===== src/rtl/assert_macros.svh =====
// Assertion macros for the receiver RTL (used by srfr_decoder).
// No dependencies; define ASSERT_OFF to compile the checks out.
`ifndef ASSERT_MACROS_SVH
`define ASSERT_MACROS_SVH
`ifndef ASSERT_OFF
`define ASSERT_CLK(lbl, clk, rst_n, prop, msg) \
    lbl: assert property (@(posedge clk) disable iff (!rst_n) prop) else $error(msg);
`define ASSERT_NEVER(lbl, clk, rst_n, cond, msg) \
    lbl: assert property (@(posedge clk) disable iff (!rst_n) !(cond)) else $error(msg);
`else
`define ASSERT_CLK(lbl, clk, rst_n, prop, msg)
`define ASSERT_NEVER(lbl, clk, rst_n, cond, msg)
`endif
`endif


===== src/rtl/srfr_pkg.sv =====
// Shared constants and types for the SLIP reply frame receiver.
// No dependencies.
package srfr_pkg;

    localparam logic [7:0]  SLIP_END     = 8'hC0;
    localparam logic [7:0]  SLIP_ESC     = 8'hDB;
    localparam logic [7:0]  SLIP_ESC_END = 8'hDC;
    localparam logic [7:0]  SLIP_ESC_ESC = 8'hDD;
    localparam int          CNT_W        = 17;
    localparam logic [CNT_W-1:0] HEADER_LEN = 17'd8;
    localparam logic [CNT_W-1:0] COUNT_MAX  = 17'h1FFFF;
    localparam logic [CNT_W-1:0] MIN_LEN    = 17'd4;
    localparam logic [7:0]  DIR_REPLY    = 8'h01;
    localparam int          OUT_TDATA_W  = 88;

    typedef enum logic {
        KIND_DATA   = 1'b0,
        KIND_STATUS = 1'b1
    } t_kind;

    typedef enum logic [2:0] {
        ST_OK      = 3'd0,
        ST_BAD_DIR = 3'd1,
        ST_SHORT   = 3'd2,
        ST_LEN     = 3'd3,
        ST_BAD_ESC = 3'd4
    } t_status;

    typedef struct packed {
        t_kind       kind;
        logic [7:0]  data_byte;
        logic [15:0] data_index;
        logic [7:0]  command;
        logic [15:0] declared_size;
        logic [31:0] reply_value;
        t_status     frame_status;
    } t_result;

endpackage


===== src/rtl/srfr_in_stage.sv =====
// Input register for received bytes.
// Depends on srfr_pkg.
module srfr_in_stage
    import srfr_pkg::*;
(
    input  logic       i_clk,
    input  logic       i_rst_n,
    input  logic       i_valid,
    output logic       o_ready,
    input  logic [7:0] i_byte,
    input  logic       i_take,
    output logic       o_valid,
    output logic [7:0] o_byte
);

    logic       r_valid;
    logic [7:0] r_byte;
    logic       n_valid;

    assign o_ready = !r_valid || i_take;

    always_comb begin
        n_valid = r_valid;
        if (i_valid && o_ready) begin
            n_valid = 1'b1;
        end else if (i_take) begin
            n_valid = 1'b0;
        end
    end

    always_ff @(posedge i_clk) begin
        if (!i_rst_n) begin
            r_valid <= 1'b0;
        end else begin
            r_valid <= n_valid;
        end
    end

    always_ff @(posedge i_clk) begin
        if (i_valid && o_ready) begin
            r_byte <= i_byte;
        end
    end

    assign o_valid = r_valid;
    assign o_byte  = (r_byte == SLIP_END) ? SLIP_END : r_byte;

endmodule


===== src/rtl/srfr_decoder.sv =====
// Frame state and per-byte decode: delimiter hunt, unescape, header capture.
// Depends on srfr_pkg and assert_macros.svh.
`include "assert_macros.svh"
module srfr_decoder
    import srfr_pkg::*;
(
    input  logic       i_clk,
    input  logic       i_rst_n,
    input  logic       i_step,
    input  logic [7:0] i_byte,
    output logic       o_res_valid,
    output t_result    o_res
);

    logic             r_in_frame, n_in_frame;
    logic             r_esc, n_esc;
    logic [CNT_W-1:0] r_count, n_count;
    logic [7:0]       r_dir, n_dir;
    logic [7:0]       r_cmd, n_cmd;
    logic [15:0]      r_size, n_size;
    logic [31:0]      r_value, n_value;

    logic             take;
    logic [7:0]       take_byte;
    logic [CNT_W-1:0] idx_full;
    logic [15:0]      idx;
    logic [CNT_W-1:0] want_len;
    t_status          verdict;
    logic             in_header;

    assign idx_full  = r_count - HEADER_LEN;
    assign idx       = idx_full[CNT_W-1] ? 16'hFFFF : idx_full[15:0];
    assign want_len  = {1'b0, r_size} + HEADER_LEN;
    assign in_header = (r_count[CNT_W-1:3] == '0);

    always_comb begin
        if (r_count < MIN_LEN) begin
            verdict = ST_SHORT;
        end else if (r_dir != DIR_REPLY) begin
            verdict = ST_BAD_DIR;
        end else if (r_count != want_len) begin
            verdict = ST_LEN;
        end else begin
            verdict = ST_OK;
        end
    end

    always_comb begin
        n_in_frame  = r_in_frame;
        n_esc       = r_esc;
        n_count     = r_count;
        n_dir       = r_dir;
        n_cmd       = r_cmd;
        n_size      = r_size;
        n_value     = r_value;
        take        = 1'b0;
        take_byte   = i_byte;
        o_res_valid = 1'b0;
        o_res.kind          = KIND_DATA;
        o_res.data_byte     = 8'h00;
        o_res.data_index    = 16'h0000;
        o_res.command       = r_cmd;
        o_res.declared_size = r_size;
        o_res.reply_value   = r_value;
        o_res.frame_status  = ST_OK;

        if (i_step) begin
            if (!r_in_frame) begin
                // hunt: drop everything but the opening delimiter
                if (i_byte == SLIP_END) begin
                    n_in_frame = 1'b1;
                    n_esc      = 1'b0;
                    n_count    = '0;
                    n_dir      = 8'h00;
                    n_cmd      = 8'h00;
                    n_size     = 16'h0000;
                    n_value    = 32'h0;
                end
            end else if (i_byte == SLIP_END) begin
                o_res_valid        = 1'b1;
                o_res.kind         = KIND_STATUS;
                o_res.frame_status = verdict;
                n_in_frame         = 1'b0;
                n_esc              = 1'b0;
            end else if (r_esc) begin
                n_esc = 1'b0;
                if (i_byte == SLIP_ESC_END) begin
                    take      = 1'b1;
                    take_byte = SLIP_END;
                end else if (i_byte == SLIP_ESC_ESC) begin
                    take      = 1'b1;
                    take_byte = SLIP_ESC;
                end else begin
                    // abort the frame on a bad escape
                    o_res_valid        = 1'b1;
                    o_res.kind         = KIND_STATUS;
                    o_res.frame_status = ST_BAD_ESC;
                    n_in_frame         = 1'b0;
                end
            end else if (i_byte == SLIP_ESC) begin
                n_esc = 1'b1;
            end else begin
                take = 1'b1;
            end
        end

        if (take) begin
            if (r_count != COUNT_MAX) begin
                n_count = r_count + 1'b1;
            end
            if (in_header) begin
                case (r_count[2:0])
                    3'd0:    n_dir          = take_byte;
                    3'd1:    n_cmd          = take_byte;
                    3'd2:    n_size[7:0]    = take_byte;
                    3'd3:    n_size[15:8]   = take_byte;
                    3'd4:    n_value[7:0]   = take_byte;
                    3'd5:    n_value[15:8]  = take_byte;
                    3'd6:    n_value[23:16] = take_byte;
                    3'd7:    n_value[31:24] = take_byte;
                    default: n_dir          = r_dir;
                endcase
            end else begin
                o_res_valid      = 1'b1;
                o_res.kind       = KIND_DATA;
                o_res.data_byte  = take_byte;
                o_res.data_index = idx;
            end
        end
    end

    always_ff @(posedge i_clk) begin
        if (!i_rst_n) begin
            r_in_frame <= 1'b0;
            r_esc      <= 1'b0;
            r_count    <= '0;
            r_dir      <= 8'h00;
            r_cmd      <= 8'h00;
            r_size     <= 16'h0000;
            r_value    <= 32'h0;
        end else begin
            r_in_frame <= n_in_frame;
            r_esc      <= n_esc;
            r_count    <= n_count;
            r_dir      <= n_dir;
            r_cmd      <= n_cmd;
            r_size     <= n_size;
            r_value    <= n_value;
        end
    end

    `ASSERT_NEVER(a_esc_outside_frame, i_clk, i_rst_n, r_esc && !r_in_frame, "escape pending outside a frame")
    `ASSERT_NEVER(a_result_while_hunting, i_clk, i_rst_n, o_res_valid && !r_in_frame, "result while hunting")
    `ASSERT_CLK(a_status_closes_frame, i_clk, i_rst_n, (o_res_valid && o_res.kind == KIND_STATUS) |=> !r_in_frame, "frame still open after status")
    `ASSERT_NEVER(a_payload_in_header, i_clk, i_rst_n, o_res_valid && o_res.kind == KIND_DATA && in_header, "payload beat during header")
    `ASSERT_NEVER(a_ok_bad_dir, i_clk, i_rst_n, o_res_valid && o_res.frame_status == ST_OK && o_res.kind == KIND_STATUS && r_dir != DIR_REPLY, "ok status with wrong direction")

endmodule


===== src/rtl/srfr_out_stage.sv =====
// Result register on the master side of the receiver.
// Depends on srfr_pkg.
module srfr_out_stage
    import srfr_pkg::*;
(
    input  logic    i_clk,
    input  logic    i_rst_n,
    input  logic    i_load,
    input  t_result i_res,
    output logic    o_free,
    output logic    o_valid,
    input  logic    i_ready,
    output t_result o_res
);

    logic    r_valid;
    logic    n_valid;
    t_result r_res;

    assign o_free = !r_valid || i_ready;

    always_comb begin
        n_valid = r_valid;
        if (i_load && o_free) begin
            n_valid = 1'b1;
        end else if (i_ready) begin
            n_valid = 1'b0;
        end
    end

    always_ff @(posedge i_clk) begin
        if (!i_rst_n) begin
            r_valid <= 1'b0;
        end else begin
            r_valid <= n_valid;
        end
    end

    always_ff @(posedge i_clk) begin
        if (i_load && o_free) begin
            r_res <= i_res;
        end
    end

    assign o_valid = r_valid;
    assign o_res   = r_res;

endmodule


===== src/rtl/slip_reply_frame_receiver.sv =====
// SLIP reply frame receiver: takes one raw byte per beat and delivers payload
// bytes with their index and one status beat per closed frame. Depends on
// srfr_pkg, srfr_in_stage, srfr_decoder and srfr_out_stage.
//
// Throughput is one byte per clock cycle while the master side accepts:
// every byte passes through an input register, a combinational decode of
// the frame state, and a result register, and a result becomes valid on the
// master side when the result register loads it. Bytes that yield no result
// (delimiter hunt, escapes, header bytes) are absorbed at the same rate.
// Back-pressure on the master side stalls decode and, after the input
// register fills, the slave side.
module slip_reply_frame_receiver
    import srfr_pkg::*;
(
    input  logic                   i_clk,
    input  logic                   i_rst_n,
    input  logic                   s_axis_tvalid,
    output logic                   s_axis_tready,
    input  logic [7:0]             s_axis_tdata,   // [7:0] rx_byte
    output logic                   m_axis_tvalid,
    input  logic                   m_axis_tready,
    // [7:0] data_byte, [23:8] data_index, [31:24] command,
    // [47:32] declared_size, [79:48] reply_value, [82:80] frame_status, rest 0
    output logic [OUT_TDATA_W-1:0] m_axis_tdata,
    output logic                   m_axis_tuser    // kind
);

    logic       in_valid;
    logic [7:0] in_byte;
    logic       out_free;
    logic       step;
    logic       dec_valid;
    t_result    dec_res;
    t_result    out_res;

    srfr_in_stage u_in (
        .i_clk   (i_clk),
        .i_rst_n (i_rst_n),
        .i_valid (s_axis_tvalid),
        .o_ready (s_axis_tready),
        .i_byte  (s_axis_tdata),
        .i_take  (step),
        .o_valid (in_valid),
        .o_byte  (in_byte)
    );

    // advance one byte whenever the result register can take a beat
    assign step = in_valid && out_free;

    srfr_decoder u_dec (
        .i_clk       (i_clk),
        .i_rst_n     (i_rst_n),
        .i_step      (step),
        .i_byte      (in_byte),
        .o_res_valid (dec_valid),
        .o_res       (dec_res)
    );

    srfr_out_stage u_out (
        .i_clk   (i_clk),
        .i_rst_n (i_rst_n),
        .i_load  (dec_valid),
        .i_res   (dec_res),
        .o_free  (out_free),
        .o_valid (m_axis_tvalid),
        .i_ready (m_axis_tready),
        .o_res   (out_res)
    );

    assign m_axis_tuser = out_res.kind;
    assign m_axis_tdata = {5'b00000, out_res.frame_status, out_res.reply_value,
                           out_res.declared_size, out_res.command,
                           out_res.data_index, out_res.data_byte};

endmodule

===== config.mk =====
export PLATFORM = sky130hd
export DESIGN_NAME = slip_reply_frame_receiver
export DESIGN_NICKNAME = d
export VERILOG_FILES = /design/src/rtl/srfr_pkg.sv /design/src/rtl/srfr_in_stage.sv /design/src/rtl/srfr_decoder.sv /design/src/rtl/srfr_out_stage.sv /design/src/rtl/slip_reply_frame_receiver.sv
export VERILOG_INCLUDE_DIRS = /design/src /design/src/rtl
export SDC_FILE = /design/constraint.sdc
export NUM_CORES = 1
export LEC_CHECK = 0
export ABC_AREA = 1
export ABC_CLOCK_PERIOD_IN_PS = 4400
export BUFFER_PORTS_ARGS = -buffer_cell sky130_fd_sc_hd__buf_4
export CORE_MARGIN = 10
export CORE_UTILIZATION = 55
export DETAILED_ROUTE_END_ITERATION = 8
export GPL_TIMING_DRIVEN = 0
export PLACE_DENSITY = 0.76
export SLEW_MARGIN = 10
export SYNTH_ARGS = -nofsm -noshare
export SYNTH_HDL_FRONTEND = slang
export SYNTH_SLANG_ARGS = --single-unit

===== constraint.sdc =====
create_clock -name i_clk -period 4.4 [get_ports i_clk]
set_input_delay 0.22 -clock i_clk [delete_from_list [all_inputs] [get_ports i_clk]]
set_output_delay 0.22 -clock i_clk [all_outputs]
set_load 0.05 [all_outputs]

==> impl_metrics.py <==
metrics = {
    "status": {
        "status": "complete, no violations",
    },
    "clocking": {
        "cts_tree": "yes",
        "cts_max_level": 4,
        "cts.clk_slew.worst_paths_ns": 0.07,
        "cts_buffer_depth": 2,
        "cts_buffers": 17,
        "cts_setup_buffers": 0,
        "clkLatencyLatePin_ns": 0.43,
        "cts-resized-gates": 0,
        "cts.sinks": 177,
        "root_buffer": "clkbuf_16",
        "ctsHoldBuffers": 8,
    },
    "global_routing": {
        "use_met2_pct": 33.3,
        "antenna_found_initial": 0,
        "grt_pass1_wl_mm": 34.0,
        "grtUsageMet3_pct": 4.61,
        "busiest_layer": "met2",
        "grt_max_degree": 65,
        "globalRouteMet1Util_pct": 27.2,
        "grt_pass1_vias": 6642,
        "track_usage_pct": 20.9,
        "gr-total-overflow": 0,
    },
    "run": {
        "max-cap-violations": 0,
    },
    "hold_path": {
        "worstHoldStart": "s_axis_tvalid",
        "hp-class": "input pin to flop",
        "whs_endpoint": "u_in.o_valid$_SDFFE_PN0P_",
        "hold_path_depth": 3,
    },
    "synth": {
        "syn_avg_cell_area_um2": 8.34,
        "synth_cells": 984,
        "ys_warn_count": 0,
        "ys.flop_type": "edfxtp_1",
        "async_flop_share_pct": 0,
        "synth.distinct_cells": 40,
        "ys_ff_latch": 177,
        "synth_area_um2": 8210,
        "synth_edf_count": 92,
        "ys_seq_area_share_pct": 54.4,
    },
    "setup_path": {
        "critical_path_arrival_ns": 3.05,
        "cp_max_fo": 64,
        "crit_type": "flop to flop",
        "crit_path_end_kind": "flop",
        "r2r-end": "u_out.o_res[44]$_DFFE_PP_",
        "setup.worst_path.start_class": "flop",
        "cp.required_ns": 4.49,
        "reg2reg_from": "u_in.r_byte[5]$_DFFE_PP_",
        "r2r_cells": 12,
        "ff2ff_setup_slack_ns": 1.44,
    },
    "die": {
        "die_height_um": 142,
        "die_area_um2": 20200,
        "start_util_pct": 56.3,
        "core_area_um2": 14600,
        "io_pins": 103,
        "die_w_um": 142,
        "rows": 44,
    },
    "sta": {
        "min_period_ns": 2.96,
        "rsz0062_at_grt": "no",
        "skew_ns": 0.0122,
        "finalSetupTns_ns": 0,
        "tightestPinTransition_ns": 0.893,
        "hold_viol_final": 0,
        "finalCritPeriodShare_pct": 67.3,
        "holdWs_ns": 0.0632,
        "slew_headroom_pct": 40.2,
        "max_freq_ghz": 0.338,
        "setup_viol": 0,
        "drv_slew": 0,
    },
    "power": {
        "powerDensity_nw_per_um2": 346,
        "power_leakage_nw": 4.68,
        "peakVddDrop_mv": 0.262,
    },
    "drt": {
        "finalWirelength_mm": 21.1,
        "routed_via_density": 5.34,
        "vias": 6994,
        "drc": 0,
        "drt-initial-drc-count": 660,
        "drtPass1Iterations": 5,
        "ant_nets": 0,
        "wire_per_inst_um": 16.1,
    },
    "cells_and_area": {
        "final_cell_mix": "266 x nand2_1, 166 x nor2_1, 107 x buf_4",
        "layout-drive-gt1-share_pct": 17.6,
        "final_util_pct": 68.1,
        "layout_commonest_cell": "nand2_1",
        "diodes": 0,
        "layout.nets": 1136,
        "areaGrowthSynthToFinish_pct": 21.0,
    },
    "place": {
        "gp_congestion": 0.925,
        "post-dp-hpwl_mm": 15.1,
        "portBuffers": 97,
    },
}
-- per-stage QoR --
step / cell area [µm²] / power (W) / worst slack (ns) / cells
finish: 9930 / 0.00344 / 1.44 / 1310
global route: 9930 / 0.00352 / 1.27 / 1310
CTS: 9930 / 0.00345 / 1.48 / 1310
detailed placement: 9220 / 0.00186 / 1.51 / 1270
global placement: 9180 / 0.00185 / -0.588 / 1269
floorplan: 8220 / 0.00182 / 0.504 / 988
-- synth_stat cells, types with 2 or more instances --
library cell  count  area [µm²]
nor2_1          166         623
nand2_1         267        1000
nor4_1            3        18.8
nand2_2           3        18.8
edfxtp_1         92        2760
buf_6             4        45.0
ha_1             11         138
buf_2            13        65.1
nor2_2            4        25.0
nand3_1          45         225
and2_1            2        12.5
xor2_1           12         105
a21oi_1          46         230
nand3_2           3        30.0
o211ai_1          2        15.0
buf_4            10        75.1
clkbuf_1         13        48.8
nor3_2            2        20.0
o21ai_0          30         150
inv_1            71         267
nand4_1          19         119
buf_1             2        7.51
nor4_2            2        25.0
dfxtp_1          85        1700
o21ai_1          30         150
inv_2            13        48.8
nor3_1           11        55.1
xnor2_1           6        52.6
nand2_4           6        67.6
-- worst max-delay path: stages, from the launching register on --
cell and delay [ns]:
edfxtp_1 0.37, buf_2 0.22, inv_2 0.14, nand3_2 0.12
inv_2 0.08, nand4_1 0.11, nand3_2 0.14, nand2_4 0.12
inv_4 0.12, nand2_1 0.22, buf_2 0.31, nand2_4 0.29
buf_16 0.31
-- area by class of cell --
cell class,instances,area (µm²)
timing repair buffer,106,836
tap,184,230
multi-input combinational,683,3190
inverter,86,330
clock inverter,14,196
buffer,42,241
sequential,177,4460
fill,1152,4660
clock buffer,18,439
-- sequential cells by signal, summed over array words and instances, names as in the netlist --
| name | flops |
|---|---|
| u_dec.r_dir | 8 |
| u_dec.r_cmd | 8 |
| u_dec.r_size | 16 |
| u_out.o_valid | 1 |
| u_dec.r_value | 32 |
| u_out.o_res | 84 |
| u_dec.r_count | 17 |
| u_in.o_valid | 1 |
| u_dec.r_in_frame | 1 |
| u_in.r_byte | 8 |
| u_dec.r_esc | 1 |
-- worst max-delay path by stage --
stage	to	slack (ns)	from	cells after the start
final	u_out.o_res[44]$_DFFE_PP_	1.44	u_in.r_byte[5]$_DFFE_PP_	12
after global routing	u_out.o_res[49]$_DFFE_PP_	1.27	u_in.r_byte[5]$_DFFE_PP_	12
after CTS	u_out.o_res[38]$_DFFE_PP_	1.48	u_in.r_byte[5]$_DFFE_PP_	12
after detailed placement	u_out.o_res[48]$_DFFE_PP_	1.51	u_in.r_byte[5]$_DFFE_PP_	12
after global placement	u_out.o_res[48]$_DFFE_PP_	-0.59	u_in.r_byte[0]$_DFFE_PP_	10
after floorplan	u_out.o_res[0]$_SDFFCE_PN0P_	0.50	u_out.o_valid$_SDFFE_PN0P_	10
-- cells by family after synthesis --
group | count (synthesis) | share of synthesized area, %
xor+xnor | 19 | 2.12
other cells | 1 | 0.0457
compound gates | 111 | 6.94
buf+inv | 128 | 6.97
fa+ha+maj | 11 | 1.68
simple gates | 537 | 27.9
flops | 177 | 54.4
-- power breakdown --
part / total (W) / internal, W / leakage, nW / switching, W
combinational: 0.0000979 / 0.0000265 / 2.69 / 0.0000714
sequential: 0.00173 / 0.00173 / 1.68 / 0.00000387
clock: 0.00161 / 0.000931 / 0.310 / 0.000678
total: 0.00344 / 0.00268 / 4.68 / 0.000753
-- per-layer routing --
metal | vias up | wire length (µm)
li1 | 3436 | -
met1 | 3266 | 9190
met2 | 262 | 9870
met3 | 30 | 1610
met4 | 0 | 403
met5 | - | 0
Note: power is estimated with default switching activity, not from simulation.
